`config.mk`:
```
export PLATFORM = sky130hd
export DESIGN_NAME = multi_axis_linear_interpolator_flat
export DESIGN_NICKNAME = d
export VERILOG_FILES = /design/src/hdl/mali_pkg.sv /design/src/hdl/mali_ifs.sv /design/src/hdl/mali_ctrl.sv /design/src/hdl/mali_datapath.sv /design/src/hdl/multi_axis_linear_interpolator.sv /design/src/flat_wrapper.sv
export SDC_FILE = /design/constraint.sdc
export NUM_CORES = 2
export LEC_CHECK = 0
export ABC_AREA = 1
export BUFFER_PORTS_ARGS = -buffer_cell sky130_fd_sc_hd__buf_4
export CAP_MARGIN = 25
export CORE_MARGIN = 3
export CORE_UTILIZATION = 51
export CTS_CLUSTER_DIAMETER = 100
export DETAILED_ROUTE_END_ITERATION = 7
export PLACE_DENSITY = 0.68
export SYNTH_ARGS = -nofsm -noshare
export SYNTH_HDL_FRONTEND = slang
export SYNTH_SLANG_ARGS = --single-unit
```
`constraint.sdc`:
```
create_clock -name clk -period 16.21 [get_ports clk]
set_input_delay 2.4315 -clock clk [delete_from_list [all_inputs] [get_ports clk]]
set_output_delay 2.4315 -clock clk [all_outputs]
set_load 0.02 [all_outputs]
```
`src/hdl/mali_pkg.sv`:
```
// Shared constants, types and codes of the multi-axis linear interpolator.
package mali_pkg;

  localparam int AXIS_SLOTS      = 6;
  localparam int DATA_W          = 32;
  localparam int STEP_W          = 7;
  localparam int AXES_W          = 3;
  localparam int DIV_W           = DATA_W + 1;
  localparam int REM_W           = STEP_W + 1;
  localparam int DIV_CNT_W       = $clog2(DIV_W);
  localparam int LANES           = AXIS_SLOTS + 1;
  localparam int TIME_LANE       = AXIS_SLOTS;
  localparam int CFG_INDEX_W     = 2;
  localparam int AXES_LIMIT      = 7;
  localparam int NUM_AXES_RESET  = 6;
  localparam int DEF_MAX_AXES    = 6;
  localparam int DEF_MAX_STEPS   = 64;

  typedef logic signed [DATA_W-1:0] pos_t;

  typedef enum logic [CFG_INDEX_W-1:0] {
    CFG_NUM_AXES   = 2'd0,
    CFG_START_TIME = 2'd1
  } cfg_reg_t;

  typedef enum logic [2:0] {
    ST_IDLE,
    ST_START,
    ST_DIVIDE,
    ST_FIX,
    ST_EMIT
  } state_t;

  typedef struct packed {
    logic accept;
    logic emit_start;
    logic div_step;
    logic div_fix;
    logic emit_point;
    logic last_point;
  } ctrl_cmd_t;

  typedef struct packed {
    logic              in_start;
    logic              out_free;
    logic [STEP_W-1:0] steps;
  } ctrl_status_t;

endpackage

```
`src/hdl/mali_ifs.sv`:
```
// Handshake channels of the interpolator: input items, output points, register writes.
interface mali_item_if;
  logic                              valid;
  logic                              ready;
  logic                              is_start;
  logic signed [mali_pkg::DATA_W-1:0] target_0;
  logic signed [mali_pkg::DATA_W-1:0] target_1;
  logic signed [mali_pkg::DATA_W-1:0] target_2;
  logic signed [mali_pkg::DATA_W-1:0] target_3;
  logic signed [mali_pkg::DATA_W-1:0] target_4;
  logic signed [mali_pkg::DATA_W-1:0] target_5;
  logic [mali_pkg::STEP_W-1:0]       num_steps;
  logic [mali_pkg::DATA_W-1:0]       travel_period;

  modport source (output valid, is_start, target_0, target_1, target_2, target_3,
                  target_4, target_5, num_steps, travel_period, input ready);
  modport sink   (input valid, is_start, target_0, target_1, target_2, target_3,
                  target_4, target_5, num_steps, travel_period, output ready);
endinterface

interface mali_point_if;
  logic                              valid;
  logic                              ready;
  logic [mali_pkg::DATA_W-1:0]       time_stamp;
  logic signed [mali_pkg::DATA_W-1:0] pos_0;
  logic signed [mali_pkg::DATA_W-1:0] pos_1;
  logic signed [mali_pkg::DATA_W-1:0] pos_2;
  logic signed [mali_pkg::DATA_W-1:0] pos_3;
  logic signed [mali_pkg::DATA_W-1:0] pos_4;
  logic signed [mali_pkg::DATA_W-1:0] pos_5;
  logic                              last_of_run;

  modport source (output valid, time_stamp, pos_0, pos_1, pos_2, pos_3, pos_4, pos_5,
                  last_of_run, input ready);
  modport sink   (input valid, time_stamp, pos_0, pos_1, pos_2, pos_3, pos_4, pos_5,
                  last_of_run, output ready);
endinterface

interface mali_cfg_if;
  logic                             valid;
  logic                             ready;
  logic [mali_pkg::CFG_INDEX_W-1:0] index;
  logic [mali_pkg::DATA_W-1:0]      data;

  modport source (output valid, index, data, input ready);
  modport sink   (input valid, index, data, output ready);
endinterface

```
`src/hdl/mali_ctrl.sv`:
```
// Interpolator controller: sequences accept, division, and point emission.
module mali_ctrl (
  input  logic                   clk,
  input  logic                   rst,
  input  logic                   item_valid,
  output logic                   item_ready,
  input  mali_pkg::ctrl_status_t status,
  output mali_pkg::ctrl_cmd_t    cmd
);

  mali_pkg::state_t                state;
  mali_pkg::state_t                state_next;
  logic [mali_pkg::DIV_CNT_W-1:0]  div_cnt;
  logic [mali_pkg::STEP_W-1:0]     pt_cnt;

  always_ff @(posedge clk) begin
    if (rst) begin
      state   <= mali_pkg::ST_IDLE;
      div_cnt <= '0;
      pt_cnt  <= '0;
    end else begin
      state <= state_next;
      if (cmd.accept) begin
        div_cnt <= mali_pkg::DIV_CNT_W'(mali_pkg::DIV_W - 1);
      end else if (cmd.div_step) begin
        div_cnt <= div_cnt - 1'b1;
      end
      if (cmd.div_fix) begin
        pt_cnt <= mali_pkg::STEP_W'(1);
      end else if (cmd.emit_point) begin
        pt_cnt <= pt_cnt + 1'b1;
      end
    end
  end

  always_comb begin
    state_next = state;
    case (state)
      mali_pkg::ST_IDLE: begin
        if (item_valid) begin
          state_next = status.in_start ? mali_pkg::ST_START : mali_pkg::ST_DIVIDE;
        end
      end
      mali_pkg::ST_START: begin
        if (status.out_free) begin
          state_next = mali_pkg::ST_IDLE;
        end
      end
      mali_pkg::ST_DIVIDE: begin
        if (div_cnt == '0) begin
          state_next = mali_pkg::ST_FIX;
        end
      end
      mali_pkg::ST_FIX: begin
        state_next = mali_pkg::ST_EMIT;
      end
      mali_pkg::ST_EMIT: begin
        if (status.out_free && (pt_cnt == status.steps)) begin
          state_next = mali_pkg::ST_IDLE;
        end
      end
      default: begin
        state_next = mali_pkg::ST_IDLE;
      end
    endcase
  end

  always_comb begin
    item_ready = 1'b0;
    cmd        = '0;
    case (state)
      mali_pkg::ST_IDLE: begin
        item_ready = 1'b1;
        cmd.accept = item_valid;
      end
      mali_pkg::ST_START: begin
        cmd.emit_start = status.out_free;
      end
      mali_pkg::ST_DIVIDE: begin
        cmd.div_step = 1'b1;
      end
      mali_pkg::ST_FIX: begin
        cmd.div_fix = 1'b1;
      end
      mali_pkg::ST_EMIT: begin
        cmd.emit_point = status.out_free;
        cmd.last_point = (pt_cnt == status.steps);
      end
      default: begin
        item_ready = 1'b0;
      end
    endcase
  end

endmodule

```
`src/hdl/mali_datapath.sv`:
```
// Interpolator datapath: registers, per-lane restoring dividers, accumulators, output word.
module mali_datapath #(
  parameter int MAX_AXES  = mali_pkg::DEF_MAX_AXES,
  parameter int MAX_STEPS = mali_pkg::DEF_MAX_STEPS
) (
  input  logic                                 clk,
  input  logic                                 rst,
  input  mali_pkg::ctrl_cmd_t                  cmd,
  output mali_pkg::ctrl_status_t               status,
  input  logic                                 in_is_start,
  input  mali_pkg::pos_t                       in_target [mali_pkg::AXIS_SLOTS],
  input  logic [mali_pkg::STEP_W-1:0]          in_num_steps,
  input  logic [mali_pkg::DATA_W-1:0]          in_travel_period,
  input  logic                                 cfg_valid,
  input  logic [mali_pkg::CFG_INDEX_W-1:0]     cfg_index,
  input  logic [mali_pkg::DATA_W-1:0]          cfg_data,
  output logic                                 out_valid,
  input  logic                                 out_ready,
  output logic [mali_pkg::DATA_W-1:0]          out_time,
  output mali_pkg::pos_t                       out_pos [mali_pkg::AXIS_SLOTS],
  output logic                                 out_last
);

  localparam int N = mali_pkg::AXIS_SLOTS;

  logic [mali_pkg::AXES_W-1:0]  num_axes;
  logic [mali_pkg::DATA_W-1:0]  start_time;
  logic [N-1:0]                 axis_on;
  logic [mali_pkg::STEP_W-1:0]  steps_in;
  logic [mali_pkg::STEP_W-1:0]  steps;

  mali_pkg::pos_t               cur_pos [N];
  logic [mali_pkg::DATA_W-1:0]  cur_time;
  mali_pkg::pos_t               tgt [N];
  logic [N-1:0]                 neg;
  logic [mali_pkg::DIV_W-1:0]   quo [mali_pkg::LANES];
  logic [mali_pkg::REM_W-1:0]   rem [mali_pkg::LANES];
  mali_pkg::pos_t               step [N];
  logic [mali_pkg::DATA_W-1:0]  dt;
  mali_pkg::pos_t               wpos [N];
  logic [mali_pkg::DATA_W-1:0]  t;

  logic [mali_pkg::DIV_W-1:0]   diff [N];
  logic [mali_pkg::REM_W-1:0]   part [mali_pkg::LANES];
  logic [mali_pkg::LANES-1:0]   fits;
  mali_pkg::pos_t               wpos_next [N];
  logic [mali_pkg::DATA_W-1:0]  t_next;

  // register writes
  always_ff @(posedge clk) begin
    if (rst) begin
      num_axes   <= mali_pkg::AXES_W'(mali_pkg::NUM_AXES_RESET);
      start_time <= '0;
    end else if (cfg_valid) begin
      case (mali_pkg::cfg_reg_t'(cfg_index))
        mali_pkg::CFG_NUM_AXES: begin
          if ((cfg_data[mali_pkg::AXES_W-1:0] != '0) &&
              (cfg_data[mali_pkg::AXES_W-1:0] != mali_pkg::AXES_W'(mali_pkg::AXES_LIMIT))) begin
            num_axes <= cfg_data[mali_pkg::AXES_W-1:0];
          end
        end
        mali_pkg::CFG_START_TIME: begin
          start_time <= cfg_data;
        end
        default: begin
        end
      endcase
    end
  end

  always_comb begin
    for (int i = 0; i < N; i++) begin
      axis_on[i] = (mali_pkg::AXES_W'(i) < num_axes) && (i < MAX_AXES);
    end
  end

  always_comb begin
    if (in_num_steps == '0) begin
      steps_in = mali_pkg::STEP_W'(1);
    end else if (in_num_steps > mali_pkg::STEP_W'(MAX_STEPS)) begin
      steps_in = mali_pkg::STEP_W'(MAX_STEPS);
    end else begin
      steps_in = in_num_steps;
    end
  end

  always_comb begin
    for (int i = 0; i < N; i++) begin
      diff[i]      = {in_target[i][mali_pkg::DATA_W-1], in_target[i]} -
                     {cur_pos[i][mali_pkg::DATA_W-1], cur_pos[i]};
      wpos_next[i] = wpos[i] + step[i];
    end
    for (int l = 0; l < mali_pkg::LANES; l++) begin
      part[l] = {rem[l][mali_pkg::REM_W-2:0], quo[l][mali_pkg::DIV_W-1]};
      fits[l] = (part[l] >= mali_pkg::REM_W'(steps));
    end
    t_next = t + dt;
  end

  assign status.in_start = in_is_start;
  assign status.out_free = !out_valid || out_ready;
  assign status.steps    = steps;

  // architectural state
  always_ff @(posedge clk) begin
    if (rst) begin
      for (int i = 0; i < N; i++) begin
        cur_pos[i] <= '0;
      end
      cur_time <= '0;
    end else if (cmd.emit_start) begin
      for (int i = 0; i < N; i++) begin
        if (axis_on[i]) begin
          cur_pos[i] <= tgt[i];
        end
      end
      cur_time <= start_time;
    end else if (cmd.emit_point && cmd.last_point) begin
      for (int i = 0; i < N; i++) begin
        if (axis_on[i]) begin
          cur_pos[i] <= tgt[i];
        end
      end
      cur_time <= t_next;
    end
  end

  // divider lanes and accumulators
  always_ff @(posedge clk) begin
    if (cmd.accept) begin
      for (int i = 0; i < N; i++) begin
        tgt[i] <= in_target[i];
        neg[i] <= diff[i][mali_pkg::DIV_W-1];
        quo[i] <= diff[i][mali_pkg::DIV_W-1] ? -diff[i] : diff[i];
      end
      quo[mali_pkg::TIME_LANE] <= {1'b0, in_travel_period};
      for (int l = 0; l < mali_pkg::LANES; l++) begin
        rem[l] <= '0;
      end
      steps <= steps_in;
    end else if (cmd.div_step) begin
      for (int l = 0; l < mali_pkg::LANES; l++) begin
        rem[l] <= fits[l] ? part[l] - mali_pkg::REM_W'(steps) : part[l];
        quo[l] <= {quo[l][mali_pkg::DIV_W-2:0], fits[l]};
      end
    end
    if (cmd.div_fix) begin
      for (int i = 0; i < N; i++) begin
        step[i] <= neg[i] ? -quo[i][mali_pkg::DATA_W-1:0] : quo[i][mali_pkg::DATA_W-1:0];
        wpos[i] <= cur_pos[i];
      end
      dt <= quo[mali_pkg::TIME_LANE][mali_pkg::DATA_W-1:0];
      t  <= cur_time;
    end else if (cmd.emit_point) begin
      for (int i = 0; i < N; i++) begin
        wpos[i] <= wpos_next[i];
      end
      t <= t_next;
    end
  end

  // output word
  always_ff @(posedge clk) begin
    if (rst) begin
      out_valid <= 1'b0;
    end else if (cmd.emit_start || cmd.emit_point) begin
      out_valid <= 1'b1;
    end else if (out_ready) begin
      out_valid <= 1'b0;
    end
  end

  always_ff @(posedge clk) begin
    if (cmd.emit_start) begin
      out_time <= start_time;
      out_last <= 1'b1;
      for (int i = 0; i < N; i++) begin
        out_pos[i] <= axis_on[i] ? tgt[i] : '0;
      end
    end else if (cmd.emit_point) begin
      out_time <= t_next;
      out_last <= cmd.last_point;
      for (int i = 0; i < N; i++) begin
        out_pos[i] <= axis_on[i] ? wpos_next[i] : '0;
      end
    end
  end

endmodule

```
`src/hdl/multi_axis_linear_interpolator.sv`:
```
// Top level of the multi-axis linear interpolator.
// A start word's single point is loaded into the output register in ST_START,
// once the output register is free. A via word with n steps (1..MAX_STEPS) runs a
// bit-serial restoring divider, one lane per axis plus one for the time
// increment, fixes the signs in ST_FIX, then emits one point per cycle while the
// output register is free; the next word is taken the cycle after the last
// point. The output register lets the last point wait while the next word is
// accepted. Register writes are taken in any cycle.
module multi_axis_linear_interpolator #(
  parameter int MAX_AXES  = mali_pkg::DEF_MAX_AXES,
  parameter int MAX_STEPS = mali_pkg::DEF_MAX_STEPS
) (
  input  logic          clk,
  input  logic          rst,
  mali_item_if.sink     item,
  mali_point_if.source  point,
  mali_cfg_if.sink      cfg
);

  mali_pkg::ctrl_cmd_t    cmd;
  mali_pkg::ctrl_status_t status;
  mali_pkg::pos_t         target [mali_pkg::AXIS_SLOTS];
  mali_pkg::pos_t         pos [mali_pkg::AXIS_SLOTS];

  assign target[0] = item.target_0;
  assign target[1] = item.target_1;
  assign target[2] = item.target_2;
  assign target[3] = item.target_3;
  assign target[4] = item.target_4;
  assign target[5] = item.target_5;

  assign point.pos_0 = pos[0];
  assign point.pos_1 = pos[1];
  assign point.pos_2 = pos[2];
  assign point.pos_3 = pos[3];
  assign point.pos_4 = pos[4];
  assign point.pos_5 = pos[5];

  assign cfg.ready = 1'b1;

  mali_ctrl u_ctrl (
    .clk        (clk),
    .rst        (rst),
    .item_valid (item.valid),
    .item_ready (item.ready),
    .status     (status),
    .cmd        (cmd)
  );

  mali_datapath #(
    .MAX_AXES  (MAX_AXES),
    .MAX_STEPS (MAX_STEPS)
  ) u_datapath (
    .clk              (clk),
    .rst              (rst),
    .cmd              (cmd),
    .status           (status),
    .in_is_start      (item.is_start),
    .in_target        (target),
    .in_num_steps     (item.num_steps),
    .in_travel_period (item.travel_period),
    .cfg_valid        (cfg.valid),
    .cfg_index        (cfg.index),
    .cfg_data         (cfg.data),
    .out_valid        (point.valid),
    .out_ready        (point.ready),
    .out_time         (point.time_stamp),
    .out_pos          (pos),
    .out_last         (point.last_of_run)
  );

endmodule

```
`src/flat_wrapper.sv`:
```
// flat-port wrapper written by rule: the top's interface ports become plain ports
module multi_axis_linear_interpolator_flat 
#(
  parameter int MAX_AXES  = mali_pkg::DEF_MAX_AXES,
  parameter int MAX_STEPS = mali_pkg::DEF_MAX_STEPS
)
  (clk, rst, item_valid, item_is_start, item_target_0, item_target_1, item_target_2, item_target_3, item_target_4, item_target_5, item_num_steps, item_travel_period, item_ready, point_valid, point_time_stamp, point_pos_0, point_pos_1, point_pos_2, point_pos_3, point_pos_4, point_pos_5, point_last_of_run, point_ready, cfg_valid, cfg_index, cfg_data, cfg_ready);
  mali_item_if item_i ();
  mali_point_if point_i ();
  mali_cfg_if cfg_i ();
  input  logic clk;
  input  logic rst;
  input wire logic [$bits(item_i.valid)-1:0] item_valid;
  input wire logic [$bits(item_i.is_start)-1:0] item_is_start;
  input wire logic [$bits(item_i.target_0)-1:0] item_target_0;
  input wire logic [$bits(item_i.target_1)-1:0] item_target_1;
  input wire logic [$bits(item_i.target_2)-1:0] item_target_2;
  input wire logic [$bits(item_i.target_3)-1:0] item_target_3;
  input wire logic [$bits(item_i.target_4)-1:0] item_target_4;
  input wire logic [$bits(item_i.target_5)-1:0] item_target_5;
  input wire logic [$bits(item_i.num_steps)-1:0] item_num_steps;
  input wire logic [$bits(item_i.travel_period)-1:0] item_travel_period;
  output wire logic [$bits(item_i.ready)-1:0] item_ready;
  output wire logic [$bits(point_i.valid)-1:0] point_valid;
  output wire logic [$bits(point_i.time_stamp)-1:0] point_time_stamp;
  output wire logic [$bits(point_i.pos_0)-1:0] point_pos_0;
  output wire logic [$bits(point_i.pos_1)-1:0] point_pos_1;
  output wire logic [$bits(point_i.pos_2)-1:0] point_pos_2;
  output wire logic [$bits(point_i.pos_3)-1:0] point_pos_3;
  output wire logic [$bits(point_i.pos_4)-1:0] point_pos_4;
  output wire logic [$bits(point_i.pos_5)-1:0] point_pos_5;
  output wire logic [$bits(point_i.last_of_run)-1:0] point_last_of_run;
  input wire logic [$bits(point_i.ready)-1:0] point_ready;
  input wire logic [$bits(cfg_i.valid)-1:0] cfg_valid;
  input wire logic [$bits(cfg_i.index)-1:0] cfg_index;
  input wire logic [$bits(cfg_i.data)-1:0] cfg_data;
  output wire logic [$bits(cfg_i.ready)-1:0] cfg_ready;
  assign item_i.valid = item_valid;
  assign item_i.is_start = item_is_start;
  assign item_i.target_0 = item_target_0;
  assign item_i.target_1 = item_target_1;
  assign item_i.target_2 = item_target_2;
  assign item_i.target_3 = item_target_3;
  assign item_i.target_4 = item_target_4;
  assign item_i.target_5 = item_target_5;
  assign item_i.num_steps = item_num_steps;
  assign item_i.travel_period = item_travel_period;
  assign item_ready = item_i.ready;
  assign point_valid = point_i.valid;
  assign point_time_stamp = point_i.time_stamp;
  assign point_pos_0 = point_i.pos_0;
  assign point_pos_1 = point_i.pos_1;
  assign point_pos_2 = point_i.pos_2;
  assign point_pos_3 = point_i.pos_3;
  assign point_pos_4 = point_i.pos_4;
  assign point_pos_5 = point_i.pos_5;
  assign point_last_of_run = point_i.last_of_run;
  assign point_i.ready = point_ready;
  assign cfg_i.valid = cfg_valid;
  assign cfg_i.index = cfg_index;
  assign cfg_i.data = cfg_data;
  assign cfg_ready = cfg_i.ready;
  multi_axis_linear_interpolator #(.MAX_AXES(MAX_AXES), .MAX_STEPS(MAX_STEPS)) u_core (.clk(clk), .rst(rst), .item(item_i), .point(point_i), .cfg(cfg_i));
endmodule
```
==> impl_metrics.json <==
{
  "outcome": "complete, but fails checks",
  "violations": "slew limit",
  "ys.flop_type": "edfxtp_1",
  "clockBufferDepth": 3,
  "synth_cell_type_count": 68,
  "grt_pass1_vias": 75790,
  "finalClockSkew_ns": 0.02320,
  "die_y_um": 432.8,
  "async_flop_share_pct": 0,
  "ys_top_cells_by_count": "nand2_1 (3,190), inv_1 (1,698), edfxtp_1 (1,349)",
  "cp-start-kind": "input port",
  "fmax_mhz": 169.3,
  "maxCapViolations": 0,
  "wl_met3_um": 18360,
  "max_slew_margin_pct": -5.409,
  "first_iter_violations": 7771,
  "period_needed_ns": 5.906,
  "met1_length_um": 129100,
  "rsz0062_at_grt": "no",
  "synth_enable_flop_cells": 1349,
  "total_leakage_power_nw": 47.33,
  "cts_resized": 0,
  "numCtsBuffers": 161,
  "yosysMostFrequentCell": "nand2_1",
  "dieArea_um2": 187300,
  "multiInputGateArea_um2": 43200,
  "yosys-top-cells-area": "edfxtp_1 (44%), nand2_1 (13%), inv_1 (6.9%)",
  "netlist_area_um2": 92900,
  "maxSlewViolCount": 39,
  "wirelength_um": 293400,
  "final_cells": 14580,
  "postRouteAntennaNets": 0,
  "synth_compound_area_share_pct": 9.977,
  "worstMarginPinSlew_ns": 1.581,
  "cts_tree": "done",
  "area.growth.synth_to_final_pct": 12.56,
  "hold_violations": 0,
  "start_util_pct": 51.34,
  "gp_congestion": 0.9833,
  "num-nets-final": 12830,
  "cts_setup_buffers": 0,
  "rows": 156,
  "seq_area_um2": 42210,
  "grt-ovfl-total": 0,
  "p_total_mw": 13.34,
  "synth_cells": 11580,
  "synth_seq_cells": 1434,
  "wl_per_cell_um": 20.12,
  "powerDensity_nw_per_um2": 127.6,
  "avgSynthCellArea_um2": 8.023,
  "endpoint_kind": "register",
  "cp_max_fo": 38,
  "setup_violations": 0,
  "dr_wl_met2_um": 135000,
  "synth_top_family_by_area": "simple AND/OR/NAND/NOR gates",
  "drive_above_1_share_pct": 8.902,
  "syn_nets": 12340,
  "first_pass_iters": 6,
  "antenna_found_initial": 18,
  "synth.area.mux_share_pct": 0,
  "chipWidth_um": 432.8,
  "grt_pass1_wl_um": 440700,
  "period_share_pct": 36.43,
  "synthAdderAreaFrac_pct": 6.801,
  "ir_worst_vdd_mv": 0.1079,
  "htree_levels": 4,
  "cp.required_ns": 16.64,
  "core_um2": 180900,
  "fillers": 16650,
  "place_inst": 14270,
  "yosys.area.top_type": "edfxtp_1",
  "synth_top_cell_area_share_pct": 43.60,
  "clock_sinks": 1434,
  "hpwl_um": 228200,
  "cts-root-buf": "clkbuf_16",
  "synthXorXnorAreaFrac_pct": 4.417,
  "arrival_ns": 6.34,
  "yosys_warnings": 0,
  "tns_ns": 0,
  "top_layer_used": "met4",
  "yosys.area_share.simple_pct": 25.22,
  "seq_area_frac_synth_pct": 45.44,
  "gr-usage-all-layers_pct": 30.41,
  "drt-vias-per-instance": 5.524,
  "clkTransAtPathRegs_ns": 0.06,
  "grt_start_max_net_pins": 143,
  "ios": 499,
  "via_count": 80530,
  "drc_errors": 0,
  "ctsHoldBuffers": 0,
  "insertion_delay_ns": 0.80,
  "worstHoldPathType": "reg2reg",
  "port_buffers": 497,
  "crit_type": "in2reg"
}
final timing paths:
kind | startpoint | to | slack (ns) | cells after the start
min reg2reg | u_core.u_datapath.quo[3][0]$_DFFE_PP_ | u_core.u_datapath.step[3][0]$_DFFE_PP_ | 0.45 | 0
min | u_core.u_datapath.quo[3][0]$_DFFE_PP_ | u_core.u_datapath.step[3][0]$_DFFE_PP_ | 0.45 | 0
max | point_ready | u_core.u_datapath.cur_pos[3][2]$_SDFFCE_PN0P_ | 10.30 | 13
max reg2reg | u_core.u_datapath.steps[1]$_SDFFCE_PP0P_ | u_core.u_datapath.cur_pos[3][2]$_SDFFCE_PN0P_ | 10.68 | 15
sequential cells by signal, summed over array words and instances, names as in the netlist, 32 cells and up:
name / count
u_core.u_datapath.dt: 32
u_core.u_datapath.out_pos: 192
u_core.u_datapath.out_time: 32
u_core.u_datapath.quo: 231
u_core.u_datapath.t: 32
u_core.u_datapath.start_time: 32
u_core.u_datapath.step: 192
u_core.u_datapath.cur_time: 32
u_core.u_datapath.rem: 49
u_core.u_datapath.cur_pos: 192
u_core.u_datapath.tgt: 192
u_core.u_datapath.wpos: 192
cells by family (layout without fill, tap and decap cells):
logic type	count (synthesis)	after routing
simple gates	5537	5537
buf+inv	1971	2591
compound gates	1677	1677
flops	1434	1434
fa+ha+maj	493	493
xor+xnor	466	466
other cells	1	11
critical path: stages:
cell	delay, ns
buf_4	0.08
nor2_1	0.09
nor2_2	0.65
inv_2	0.12
nand2_4	0.33
inv_2	0.44
nor2_8	0.30
inv_2	0.06
nor2_1	0.66
inv_1	0.23
buf_4	0.32
nand2_1	0.11
buf_4	0.42
power breakdown:
part,internal (mW),switching (mW),leakage [nW],total [mW]
combinational,1.35,2.87,31.2,4.22
clock,2.15,1.58,2.58,3.73
sequential,4.97,0.420,13.5,5.39
total,8.48,4.87,47.3,13.3
through the flow:
stage / worst slack [ns] / cell area (um^2) / util [%] / hold slack, ns
6_report: 10.30 / 104600 / 57.79 / 0.4450
3_3_place_gp: 9.579 / 99080 / 54.76 / 0.4314
2_1_floorplan: 1.433 / 92900 / - / 0.4237
5_1_grt: 10.17 / 104600 / 57.79 / 0.4465
3_5_place_dp: 9.493 / 99170 / 54.81 / 0.4332
4_1_cts: 10.36 / 104500 / 57.75 / 0.4462
cell type report:
cell class / count / area share [%]
tap: 2370 / 2.836
clock buffer: 201 / 4.145
timing repair buffer: 557 / 4.099
multi-input combinational: 8174 / 41.31
antenna: 10 / 0.02393
inverter: 1737 / 6.272
sequential: 1434 / 40.36
clock inverter: 96 / 0.9488
cells in the final DEF, fill, tap and decap left out, types with 17 or more instances in the layout:
cell type | Yosys | routed
clkinv_1 | 7 | 28
o22ai_1 | 105 | 105
and2_1 | 20 | 20
or2_2 | 59 | 60
o21ai_1 | 59 | 59
a221oi_1 | 20 | 20
nand2_1 | 3190 | 3187
nand3_1 | 745 | 744
o211ai_1 | 25 | 25
dfxtp_1 | 85 | 85
ha_1 | 473 | 473
edfxtp_1 | 1349 | 1349
xor2_1 | 292 | 292
buf_4 | 10 | 550
nor2_1 | 998 | 995
inv_1 | 1698 | 1695
xnor2_1 | 171 | 171
clkbuf_1 | 173 | 29
a21oi_1 | 525 | 525
clkinv_2 | 0 | 25
clkbuf_16 | 0 | 165
nor2_4 | 14 | 17
nor3_1 | 105 | 105
nor4_1 | 38 | 38
fa_1 | 20 | 20
nand4_1 | 156 | 156
nand3_2 | 25 | 26
nand3b_1 | 59 | 59
a21o_1 | 34 | 34
inv_2 | 27 | 27
o21ai_0 | 716 | 713
nor2_2 | 54 | 54
o21a_1 | 35 | 35
a31oi_1 | 25 | 25
o21bai_1 | 56 | 56
nand2_2 | 44 | 44
per-layer routing:
metal  track usage [%]  up-vias
met5                 0        -
met4             10.93        0
met3             3.595      440
met2             49.22     2814
met1             42.11    37910
li1                  -    39360
No activity file was read; power rests on OpenSTA's default activity.
